==> config.mk <==
export PLATFORM = sky130hd
export DESIGN_NAME = edfs_cell
export DESIGN_NICKNAME = d
export VERILOG_FILES = /design/src/rtl/edfs_pkg.sv /design/src/rtl/edfs_cell.sv
export SDC_FILE = /design/constraint.sdc
export NUM_CORES = 1
export LEC_CHECK = 0
export BUFFER_PORTS_ARGS = -buffer_cell sky130_fd_sc_hd__buf_2
export CORE_AREA = 2 2 176 178
export CTS_BUF_LIST = sky130_fd_sc_hd__clkbuf_8 sky130_fd_sc_hd__clkbuf_16
export DETAILED_ROUTE_END_ITERATION = 7
export DIE_AREA = 0 0 178 180
export HOLD_SLACK_MARGIN = 0.05
export SYNTH_ARGS = -nofsm -noshare
export SYNTH_HDL_FRONTEND = slang
export SYNTH_SLANG_ARGS = --single-unit
==> constraint.sdc <==
create_clock -name clk -period 6.1 [get_ports clk]
set_input_delay 0.61 -clock clk [delete_from_list [all_inputs] [get_ports clk]]
set_output_delay 0.61 -clock clk [all_outputs]
set_load 0.01 [all_outputs]
==> src/rtl/edfs_pkg.sv <==
// edfs_pkg: shared types, widths and codes of the deadline-sorted frame scheduler
// no dependencies; imported by every module and interface of the block
`timescale 1ns / 1ps

package edfs_pkg;

	localparam int SLOTS   = 16;
	localparam int OCC_W   = $clog2(SLOTS + 1);

	localparam int PTS_W   = 33;
	localparam int TAG_W   = 32;
	localparam int DL_W    = 47;
	localparam int CFG_W   = 32;
	localparam int CNT_W   = 32;
	localparam int STAT_W  = 3;

	// deadline = pts * 100000 / 9 = pts * 11111 + pts / 9, since 100000 = 9 * 11111 + 1
	localparam int DL_DIVISOR   = 9;
	localparam int DL_SCALE_INT = 100000 / DL_DIVISOR;

	// pts / 9 as (pts * ceil(2^35 / 9)) >> 35, exact for every 33-bit pts
	localparam int RECIP_W      = 32;
	localparam int RECIP_SH     = 35;
	localparam int RECIP_SPLIT  = 16;
	localparam int RECIP_LO_W   = RECIP_SPLIT + RECIP_W;
	localparam int RECIP_HI_W   = PTS_W - RECIP_SPLIT + RECIP_W;
	localparam int RECIP_PROD_W = PTS_W + RECIP_W;
	localparam logic [RECIP_W-1:0] DL_RECIP =
		RECIP_W'((64'd1 << RECIP_SH) / 64'(DL_DIVISOR) + 64'd1);

	localparam logic [CFG_W-1:0] LIMIT_RESET = CFG_W'(200000000);

	localparam logic OP_PUSH = 1'b0;
	localparam logic OP_POP  = 1'b1;

	localparam logic [STAT_W-1:0] ST_PUSHED    = 3'd0;
	localparam logic [STAT_W-1:0] ST_FULL      = 3'd1;
	localparam logic [STAT_W-1:0] ST_PRESENTED = 3'd2;
	localparam logic [STAT_W-1:0] ST_DROPPED   = 3'd3;
	localparam logic [STAT_W-1:0] ST_NOT_READY = 3'd4;
	localparam logic [STAT_W-1:0] ST_EMPTY     = 3'd5;

	typedef struct packed {
		logic [DL_W-1:0]  deadline;
		logic [PTS_W-1:0] pts;
		logic [TAG_W-1:0] tag;
		logic             kind;
	} entry_t;

	typedef struct packed {
		logic   push;
		logic   pop;
		entry_t new_entry;
	} cell_cmd_t;

endpackage

==> src/rtl/edfs_cell.sv <==
// edfs_cell: one slot of the sorted table, shifts right on insert and left on removal
// depends on edfs_pkg
`timescale 1ns / 1ps

module edfs_cell (
	input  logic               clk,
	input  edfs_pkg::cell_cmd_t cmd,
	input  logic               occupied,
	input  logic               at_tail,
	input  logic               prev_lt,
	input  edfs_pkg::entry_t   prev_entry,
	input  edfs_pkg::entry_t   next_entry,
	output logic               lt,
	output edfs_pkg::entry_t   entry
);
	import edfs_pkg::*;

	entry_t entry_q;

	// new deadline sorts before this slot; monotonic along the occupied part
	assign lt    = occupied && (cmd.new_entry.deadline < entry_q.deadline);
	assign entry = entry_q;

	always_ff @(posedge clk) begin
		if (cmd.push) begin
			if (prev_lt) begin
				entry_q <= prev_entry;
			end else if (lt || at_tail) begin
				entry_q <= cmd.new_entry;
			end
		end else if (cmd.pop) begin
			entry_q <= next_entry;
		end
	end

endmodule

==> reports/results.tsv <==
metric	value	unit
max-cap viol count	0	
synth unique cells	31	
root buffer cell	clkbuf_16	
clock sinks	113	
Starting Density	22.9	%
layout cell share with drive strength beyond 1	44.3	%
synthesized area	6900	um2
ys async rst share	0	%
hold_buf cts	0	
Power Total	0.00250	W
Primary FF master, synth	edfxtp_1	
Post-Route Skew	0.0148	ns
Fin. Hold Viols	0	
Die W	178	um
GRT Util Overall	14.6	%
post-CTS setup buffer count	0	
register area share after synthesis	49.2	%
CP Launch Point	entry[86]$_DFFE_PP_	
initial antenna violation count	6	
synth-to-layout area growth	47.2	%
CTS tree	done	
clock transition at the registers of the reported paths	0.06	ns
CTS Buf Count	17	
RSZ-0062 raised after global routing	no	
setup TNS	0	ns
fin worst setup slack	2.93	ns
min-delay src	next_entry[40]	
Iteration-0 DRC Markers	262	
routed len/inst	15.9	um
Tcrit/Tclk final	51.9	%
nets	1499	
first-pass GRT wire length	35300	um
largest net degree at the start of global routing	85	
drt pass-1 iters	4	
Reg2Reg Setup Slack	2.93	ns
ANT nets after route	0	
max reg flops	113	
Seq cells post-synth	113	
commonest non-fill, non-tap cell in the layout	buf_2	
Critical Path AT	3.20	ns
CTS H-tree depth	4	
DRC	0	
Startpoint Class	flip-flop	
total gr overflow	0	
DP Worst Slack	2.53	ns
vias in the first global route	6430	
YS warnings	0	
IO buf count	458	
clk buf depth	2	
Crit Path Max Fanout	43	
critical path class	reg2reg	
Mean Syn Cell Area	10.4	um2
DRT Wirelength	24200	um
Crit. End Element	flip-flop	
power density cells	246	nW/um2
Worst Max-Slew Pin Slew	0.902	ns
min Tclk post-route	3.17	ns
VDD IR-drop max	0.121	mV
EDFF count, synth	113	
core region area	30200	um2
worst skew pair latency	0.41	ns
leakage	5.04	nW
CTS resizes	0	
commonest non-fill, non-tap cells in the layout	buf_2 (456), a21oi_1 (133), nor2_1 (116), mux2i_1 (113), edfxtp_1 (113)	
full die area	32000	um2
Mapped Nets	1054	
I/O pins	459	
Detail Placement HPWL	19700	um
worst hold path type	in2reg	
CP required	6.14	ns
Placer Congestion	0.877	
num rows	64	
Via density	4.30	
Worst slew margin	39.8	%
die height	180	um
Final Max Tran Viols	0	
Peak Freq	0.316	GHz
Setup-failing EPs final	0	
gate count of the mapped netlist	663	
via count	6531	
outcome	finished, final reports clean	
worst reg2reg path startpoint	entry[86]$_DFFE_PP_	
[synth_stat cells, types with 2 or more instances]
library cell / count / share of area [%]
buf_2: 7 / 0.51
nand4_1: 7 / 0.63
buf_4: 8 / 0.87
edfxtp_1: 113 / 49
o21ai_0: 7 / 0.51
a21o_1: 3 / 0.33
a21oi_1: 133 / 9.6
nor3_1: 4 / 0.29
nand3_1: 2 / 0.15
nor2b_1: 2 / 0.18
mux2i_1: 113 / 16
nand2_1: 14 / 0.76
ha_1: 46 / 8.3
a221oi_2: 2 / 0.44
nor2_1: 116 / 6.3
clkbuf_1: 22 / 1.2
o21ai_1: 3 / 0.22
inv_1: 48 / 2.6
[power by group]
| part | leakage [nW] | switching (W) | internal, W |
|---|---|---|---|
| clock network | 0.278 | 0.000360 | 0.000631 |
| logic | 3.65 | 0.000289 | 0.000238 |
| registers | 1.12 | 0.0000288 | 0.000953 |
| total | 5.04 | 0.000678 | 0.00182 |
[final cells by class]
class | instances | area, um2
tap | 396 | 495
fill | 3185 | 20000
antenna | 5 | 12.5
clock inverter | 13 | 148
multi-input combinational | 464 | 3150
timing repair buffer | 464 | 2350
clock buffer | 17 | 425
inverter | 48 | 180
sequential | 113 | 3390
[worst max-delay path: stages, from the launching register on]
cell and delay (ns):
edfxtp_1 0.43, inv_1 0.09, ha_1 0.23, a21o_1 0.18
a21o_1 0.18, a221oi_2 0.22, o211ai_1 0.21, nand3_1 0.14
o211a_4 0.50, buf_4 0.57
[metal layers]
metal  vias to the layer above  GRT usage (%)  wire length, um
met5                         -              0                7
met3                        15           4.23             1810
met4                         2           3.90              257
met1                      2936           16.9            10100
met2                       270           26.0            12000
li1                       3308              -                -
[per-stage QoR]
step | hold slack [ns] | utilization (%) | area [um2] | instances
2_1_floorplan | 0.836 | - | 6900 | 663
3_3_place_gp | 0.930 | 31.7 | 9570 | 1485
3_5_place_dp | 0.933 | 31.7 | 9570 | 1485
4_1_cts | 0.500 | 33.6 | 10100 | 1515
5_1_grt | 0.510 | 33.6 | 10200 | 1519
6_report | 0.520 | 33.6 | 10200 | 1520
[path summary, 6_finish.rpt]
check	end	depth (start not counted)
worst max-delay path	entry[43]$_DFFE_PP_	9
worst min-delay path	entry[40]$_DFFE_PP_	3
worst max register to register	entry[43]$_DFFE_PP_	9
worst min register to register	entry[100]$_DFFE_PP_	6
[logic make-up after synthesis]
logic type                 synth area share [%]
buffers and inverters                      5.24
and+or+nand+nor                            8.90
AOI/OAI and AO/OA                          12.0
muxes                                      16.4
DFF                                        49.2
adders and majority gates                  8.34
No activity file was read; power rests on OpenSTA's default activity.
