--- src/rtl/edfs_pkg.sv ---
// edfs_pkg: shared types, widths and codes of the deadline-sorted frame scheduler
// no dependencies; imported by every module and interface of the block
`timescale 1ns / 1ps

package edfs_pkg;

	localparam int SLOTS   = 16;
	localparam int OCC_W   = $clog2(SLOTS + 1);

	localparam int PTS_W   = 33;
	localparam int TAG_W   = 32;
	localparam int DL_W    = 47;
	localparam int CFG_W   = 32;
	localparam int CNT_W   = 32;
	localparam int STAT_W  = 3;

	// deadline = pts * 100000 / 9 = pts * 11111 + pts / 9, since 100000 = 9 * 11111 + 1
	localparam int DL_DIVISOR   = 9;
	localparam int DL_SCALE_INT = 100000 / DL_DIVISOR;

	// pts / 9 as (pts * ceil(2^35 / 9)) >> 35, exact for every 33-bit pts
	localparam int RECIP_W      = 32;
	localparam int RECIP_SH     = 35;
	localparam int RECIP_SPLIT  = 16;
	localparam int RECIP_LO_W   = RECIP_SPLIT + RECIP_W;
	localparam int RECIP_HI_W   = PTS_W - RECIP_SPLIT + RECIP_W;
	localparam int RECIP_PROD_W = PTS_W + RECIP_W;
	localparam logic [RECIP_W-1:0] DL_RECIP =
		RECIP_W'((64'd1 << RECIP_SH) / 64'(DL_DIVISOR) + 64'd1);

	localparam logic [CFG_W-1:0] LIMIT_RESET = CFG_W'(200000000);

	localparam logic OP_PUSH = 1'b0;
	localparam logic OP_POP  = 1'b1;

	localparam logic [STAT_W-1:0] ST_PUSHED    = 3'd0;
	localparam logic [STAT_W-1:0] ST_FULL      = 3'd1;
	localparam logic [STAT_W-1:0] ST_PRESENTED = 3'd2;
	localparam logic [STAT_W-1:0] ST_DROPPED   = 3'd3;
	localparam logic [STAT_W-1:0] ST_NOT_READY = 3'd4;
	localparam logic [STAT_W-1:0] ST_EMPTY     = 3'd5;

	typedef struct packed {
		logic [DL_W-1:0]  deadline;
		logic [PTS_W-1:0] pts;
		logic [TAG_W-1:0] tag;
		logic             kind;
	} entry_t;

	typedef struct packed {
		logic   push;
		logic   pop;
		entry_t new_entry;
	} cell_cmd_t;

endpackage

--- src/rtl/edfs_dl_unit.sv ---
// edfs_dl_unit: pts to nanosecond deadline, pts*11111 plus pts/9 by reciprocal multiply
// depends on edfs_pkg
`timescale 1ns / 1ps

module edfs_dl_unit (
	input  logic                       clk,
	input  logic                       arst_n,
	input  logic                       start,
	input  logic [edfs_pkg::PTS_W-1:0] pts,
	output logic                       done,
	output logic [edfs_pkg::DL_W-1:0]  dl
);
	import edfs_pkg::*;

	localparam logic [1:0] PH_IDLE = 2'd0;
	localparam logic [1:0] PH_LO   = 2'd1;
	localparam logic [1:0] PH_HI   = 2'd2;
	localparam logic [1:0] PH_ADD  = 2'd3;

	logic [1:0]              phase_q;
	logic                    done_q;
	logic [PTS_W-1:0]        pts_q;
	logic [DL_W-1:0]         mul_q;
	logic [DL_W-1:0]         dl_q;
	logic [RECIP_PROD_W-1:0] acc_q;
	logic [RECIP_LO_W-1:0]   prod_lo;
	logic [RECIP_HI_W-1:0]   prod_hi;

	// two partial products of pts times the reciprocal, one per cycle
	assign prod_lo = RECIP_LO_W'(pts_q[RECIP_SPLIT-1:0]) * RECIP_LO_W'(DL_RECIP);
	assign prod_hi = RECIP_HI_W'(pts_q[PTS_W-1:RECIP_SPLIT]) * RECIP_HI_W'(DL_RECIP);
	assign done    = done_q;
	assign dl      = dl_q;

	always_ff @(posedge clk or negedge arst_n) begin
		if (!arst_n) begin
			phase_q <= PH_IDLE;
			done_q  <= 1'b0;
		end else begin
			done_q <= 1'b0;
			unique case (phase_q)
				PH_IDLE: begin
					if (start) begin
						phase_q <= PH_LO;
					end
				end
				PH_LO: begin
					phase_q <= PH_HI;
				end
				PH_HI: begin
					phase_q <= PH_ADD;
				end
				PH_ADD: begin
					phase_q <= PH_IDLE;
					done_q  <= 1'b1;
				end
			endcase
		end
	end

	always_ff @(posedge clk) begin
		if (phase_q == PH_IDLE && start) begin
			pts_q <= pts;
			mul_q <= DL_W'(pts) * DL_W'(DL_SCALE_INT);
		end else if (phase_q == PH_LO) begin
			acc_q <= RECIP_PROD_W'(prod_lo);
		end else if (phase_q == PH_HI) begin
			// upper partial product lands above the split
			acc_q <= acc_q + {prod_hi, RECIP_SPLIT'(0)};
		end else if (phase_q == PH_ADD) begin
			dl_q <= mul_q + DL_W'(acc_q[RECIP_PROD_W-1:RECIP_SH]);
		end
	end

endmodule

--- config.mk ---
export PLATFORM = sky130hd
export DESIGN_NAME = edfs_dl_unit
export DESIGN_NICKNAME = d
export VERILOG_FILES = /design/src/rtl/edfs_pkg.sv /design/src/rtl/edfs_dl_unit.sv
export SDC_FILE = /design/constraint.sdc
export NUM_CORES = 1
export LEC_CHECK = 0
export ABC_AREA = 0
export BUFFER_PORTS_ARGS = -buffer_cell sky130_fd_sc_hd__clkbuf_2
export CORE_ASPECT_RATIO = 1.4
export CORE_UTILIZATION = 66
export DETAILED_ROUTE_END_ITERATION = 8
export GPL_TIMING_DRIVEN = 1
export PLACE_DENSITY_LB_ADDON = 0.1
export REMOVE_ABC_BUFFERS = 1
export SLEW_MARGIN = 20
export SYNTH_ARGS = -nofsm -noshare
export SYNTH_HDL_FRONTEND = slang
export SYNTH_SLANG_ARGS = --single-unit
--- constraint.sdc ---
create_clock -name clk -period 10.8 [get_ports clk]
set_input_delay 1.62 -clock clk [delete_from_list [all_inputs] [get_ports clk]]
set_output_delay 1.62 -clock clk [all_outputs]
set_load 0.02 [all_outputs]
==> flow_summary_export.csv <==
group,metric,value,unit
floorplanning,start_util,67.2,%
placed_design,placed_cells,3575,
run_status,status,"finished, final reports clean",
final_layout,stdcell_area,0.0314,sq mm
clocking,htree_levels,4,
floorplanning,io_pins,84,
detailed_routing,wl,74.7,mm
yosys,synth.avg_cell_area,10.0,sq um
yosys,synthFlopType,"edfxtp_1",
final_layout,antenna_cells,0,
detailed_routing,wl_per_cell,20.7,um
timing,worstMarginPinSlew,0.792,ns
timing,postLayoutSetupSlackWorst,2.20,ns
critical_path,critPathKind,"flop to flop",
min_path,hp-class,"flop to flop",
clocking,cts_root_buffer,"clkbuf_16",
floorplanning,die_w,182,um
placed_design,placed_area,0.0308,sq mm
final_layout,final_common_cell,"inv_1",
yosys,syn-instance-count,2978,
timing,min_period_over_period,79.6,%
detailed_routing,drc,0,
final_layout,final_cell_mix,"603 x inv_1, 513 x ha_1, 385 x fa_1, 183 x a21oi_1, 173 x edfxtp_1",
yosys,synth.largest_area_cell,"fa_1",
floorplanning,rows,91,
global_routing,grt_pass1_wl,120,mm
timing,fin_setup_tns,0,ns
placed_design,dpl.hpwl,64.6,mm
critical_path,critical_path.max_fanout,7,
timing,finalSetupViolCount,0,
floorplanning,core-area,0.0443,sq mm
yosys,yosysUniqueCellTypes,74,
timing,hold_viol,0,
detailed_routing,dr.pass1.iters,5,
final_layout,nets,3973,
clocking,cts_setup_buffers,0,
final_layout,drive_gt1_share,5.15,%
final_layout,fin_cells,3607,
global_routing,gr-total-overflow,0,
critical_path,critPathLaunchType,"flop",
critical_path,cpMostUsedCell,"fa_1",
yosys,synth_async_sr_flop_share,1.70,%
detailed_routing,vias,21700,
global_routing,grt_usage,34.1,%
global_routing,grt_pass1_vias,23400,
timing,finClkSkew,0.0158,ns
clocking,cts_sinks,176,
clocking,cts.hold.buffers_added,0,
clocking,cts_tree,"done",
clocking,cts.clk_slew.worst_paths,0.08,ns
timing,rsz0062_at_grt,"no",
timing,clock.fmax,0.116,GHz
clocking,insertion_delay,0.46,ns
yosys,netlist_area,0.0298,sq mm
critical_path,cp_slowest_cell,"a31oi_1",
final_layout,register_area,0.00527,sq mm
yosys,ys_ff_latch,176,
yosys,yosys_warnings,0,
global_routing,grt_max_degree,54,
timing,final-max-slew-violation-count,0,
timing,slew_headroom,47.2,%
detailed_routing,antenna_left,0,
critical_path,end_kind,"flop",
final_layout,multi_input_area,0.0221,sq mm
floorplanning,die_y,253,um
final_layout,area_growth_syn_to_layout,5.41,%
floorplanning,dieArea,0.0460,sq mm
placed_design,place.gp.congestion,0.945,
clocking,clockBufferDepth,2,
timing,fin_crit,8.60,ns
global_routing,antenna_found_initial,0,
detailed_routing,drtIter0Drc,1104,
yosys,synth_edf_count,173,
critical_path,cp_data_required_time,11.01,ns
clocking,cts-buffers-inserted,17,
run,max_cap_viol_count,0,
critical_path,slowest_delay,0.58,ns
yosys,yosysSeqAreaShare,17.7,%
placed_design,post-place-ws,2.33,ns
yosys,synth_top_area_share,25.9,%
final_layout,fillers,3405,
detailed_routing,via_per_inst,6.01,
yosys,ys_top_cells_by_area,"fa_1 26%, ha_1 22%, edfxtp_1 17%",
clocking,cts_resized,0,
placed_design,port_buffers,83,
critical_path,cp.arrival,8.81,ns
sequential cells by signal, summed over array words and instances, names as in the netlist:
register,flops
done,1
acc_q,47
phase_q,2
dl,47
mul_q,46
pts_q,33
worst max-delay path: cells and delay by family (launching register included):
family | cells | cell delay, ns
AO/OA/AOI/OAI | 14 | 3.14
XOR/XNOR | 1 | 0.15
adder cells (fa/ha/maj) | 8 | 3.49
buffers and inverters | 4 | 0.26
flip-flops | 1 | 0.51
multiplexers | 1 | 0.35
AND/OR/NAND/NOR | 2 | 0.45
worst paths after layout:
kind | start | to | slack (ns) | depth (start not counted)
worst max-delay path | pts_q[21]$_DFFE_PP_ | acc_q[60]$_SDFFCE_PP0P_ | 2.20 | 30
worst min-delay path | mul_q[46]$_DFFE_PP_ | dl[46]$_DFFE_PP_ | 0.56 | 1
worst max register to register | pts_q[21]$_DFFE_PP_ | acc_q[60]$_SDFFCE_PP0P_ | 2.20 | 30
worst min register to register | mul_q[46]$_DFFE_PP_ | dl[46]$_DFFE_PP_ | 0.56 | 1
max in group asynchronous | arst_n | phase_q[0]$_DFFE_PN0P_ | 9.74 | 1
min in group asynchronous | arst_n | done$_DFF_PN0_ | 0.95 | 1
cells by family after synthesis:
| kind of cell | count (synthesis) | synth area share (%) |
|---|---|---|
| flops | 176 | 17.7 |
| fa+ha+maj | 901 | 47.6 |
| mux | 11 | 0.395 |
| simple gates | 442 | 7.26 |
| xor+xnor | 192 | 5.69 |
| buf+inv | 652 | 8.22 |
| compound gates | 604 | 13.2 |
area by class of cell:
class	count	area share [%]
Inverter	603	7.21
Timing Repair Buffer	88	1.44
Multi-Input combinational cell	2150	70.3
Sequential cell	176	16.8
Clock buffer	17	1.36
Tap cell	558	2.22
Clock inverter	15	0.666
synth_stat cells, types with 3 or more instances:
cell / instances
nand2_1: 107
a21oi_1: 183
ha_1: 516
a221oi_1: 9
fa_1: 385
a41o_1: 3
or2_2: 12
o21a_1: 22
nor4_1: 3
nor2b_1: 25
nand4_1: 35
a21boi_0: 8
o21bai_1: 30
or3_1: 5
a21o_1: 103
o211ai_1: 13
a41oi_1: 6
mux2i_1: 5
a211oi_1: 18
nor3b_1: 4
nand3_1: 47
nor3_1: 28
o31a_1: 6
nand2b_1: 23
and2_1: 14
a31o_2: 5
o2111ai_1: 4
o21ai_0: 105
o31ai_1: 16
mux2_2: 6
xor2_1: 56
xnor2_1: 135
a31oi_1: 28
and4_1: 3
edfxtp_1: 173
o221ai_1: 5
and3_1: 22
nor2_1: 107
a211o_1: 7
nand3b_1: 3
a2111oi_0: 3
o21ai_1: 3
clkbuf_1: 48
inv_1: 603
dfrtp_1: 3
metrics by stage:
| step | utilization, % | hold WS, ns |
|---|---|---|
| final | 70.9 | 0.562 |
| after global routing | 70.9 | 0.584 |
| after CTS | 70.9 | 0.566 |
| after detailed placement | 69.4 | 0.547 |
| after global placement | 69.4 | 0.529 |
| after floorplan | - | 0.527 |
routing by layer:
layer | routed length (um) | up-vias | track usage, %
li1 | - | 10200 | -
met4 | 3160 | 0 | 14.3
met3 | 3180 | 172 | 4.44
met5 | 0 | - | 0
met2 | 40400 | 556 | 65.8
met1 | 28000 | 10800 | 37.0
Power is not shown: default switching activity piles up to over one toggle a cycle in this logic, so the estimate is an artifact.
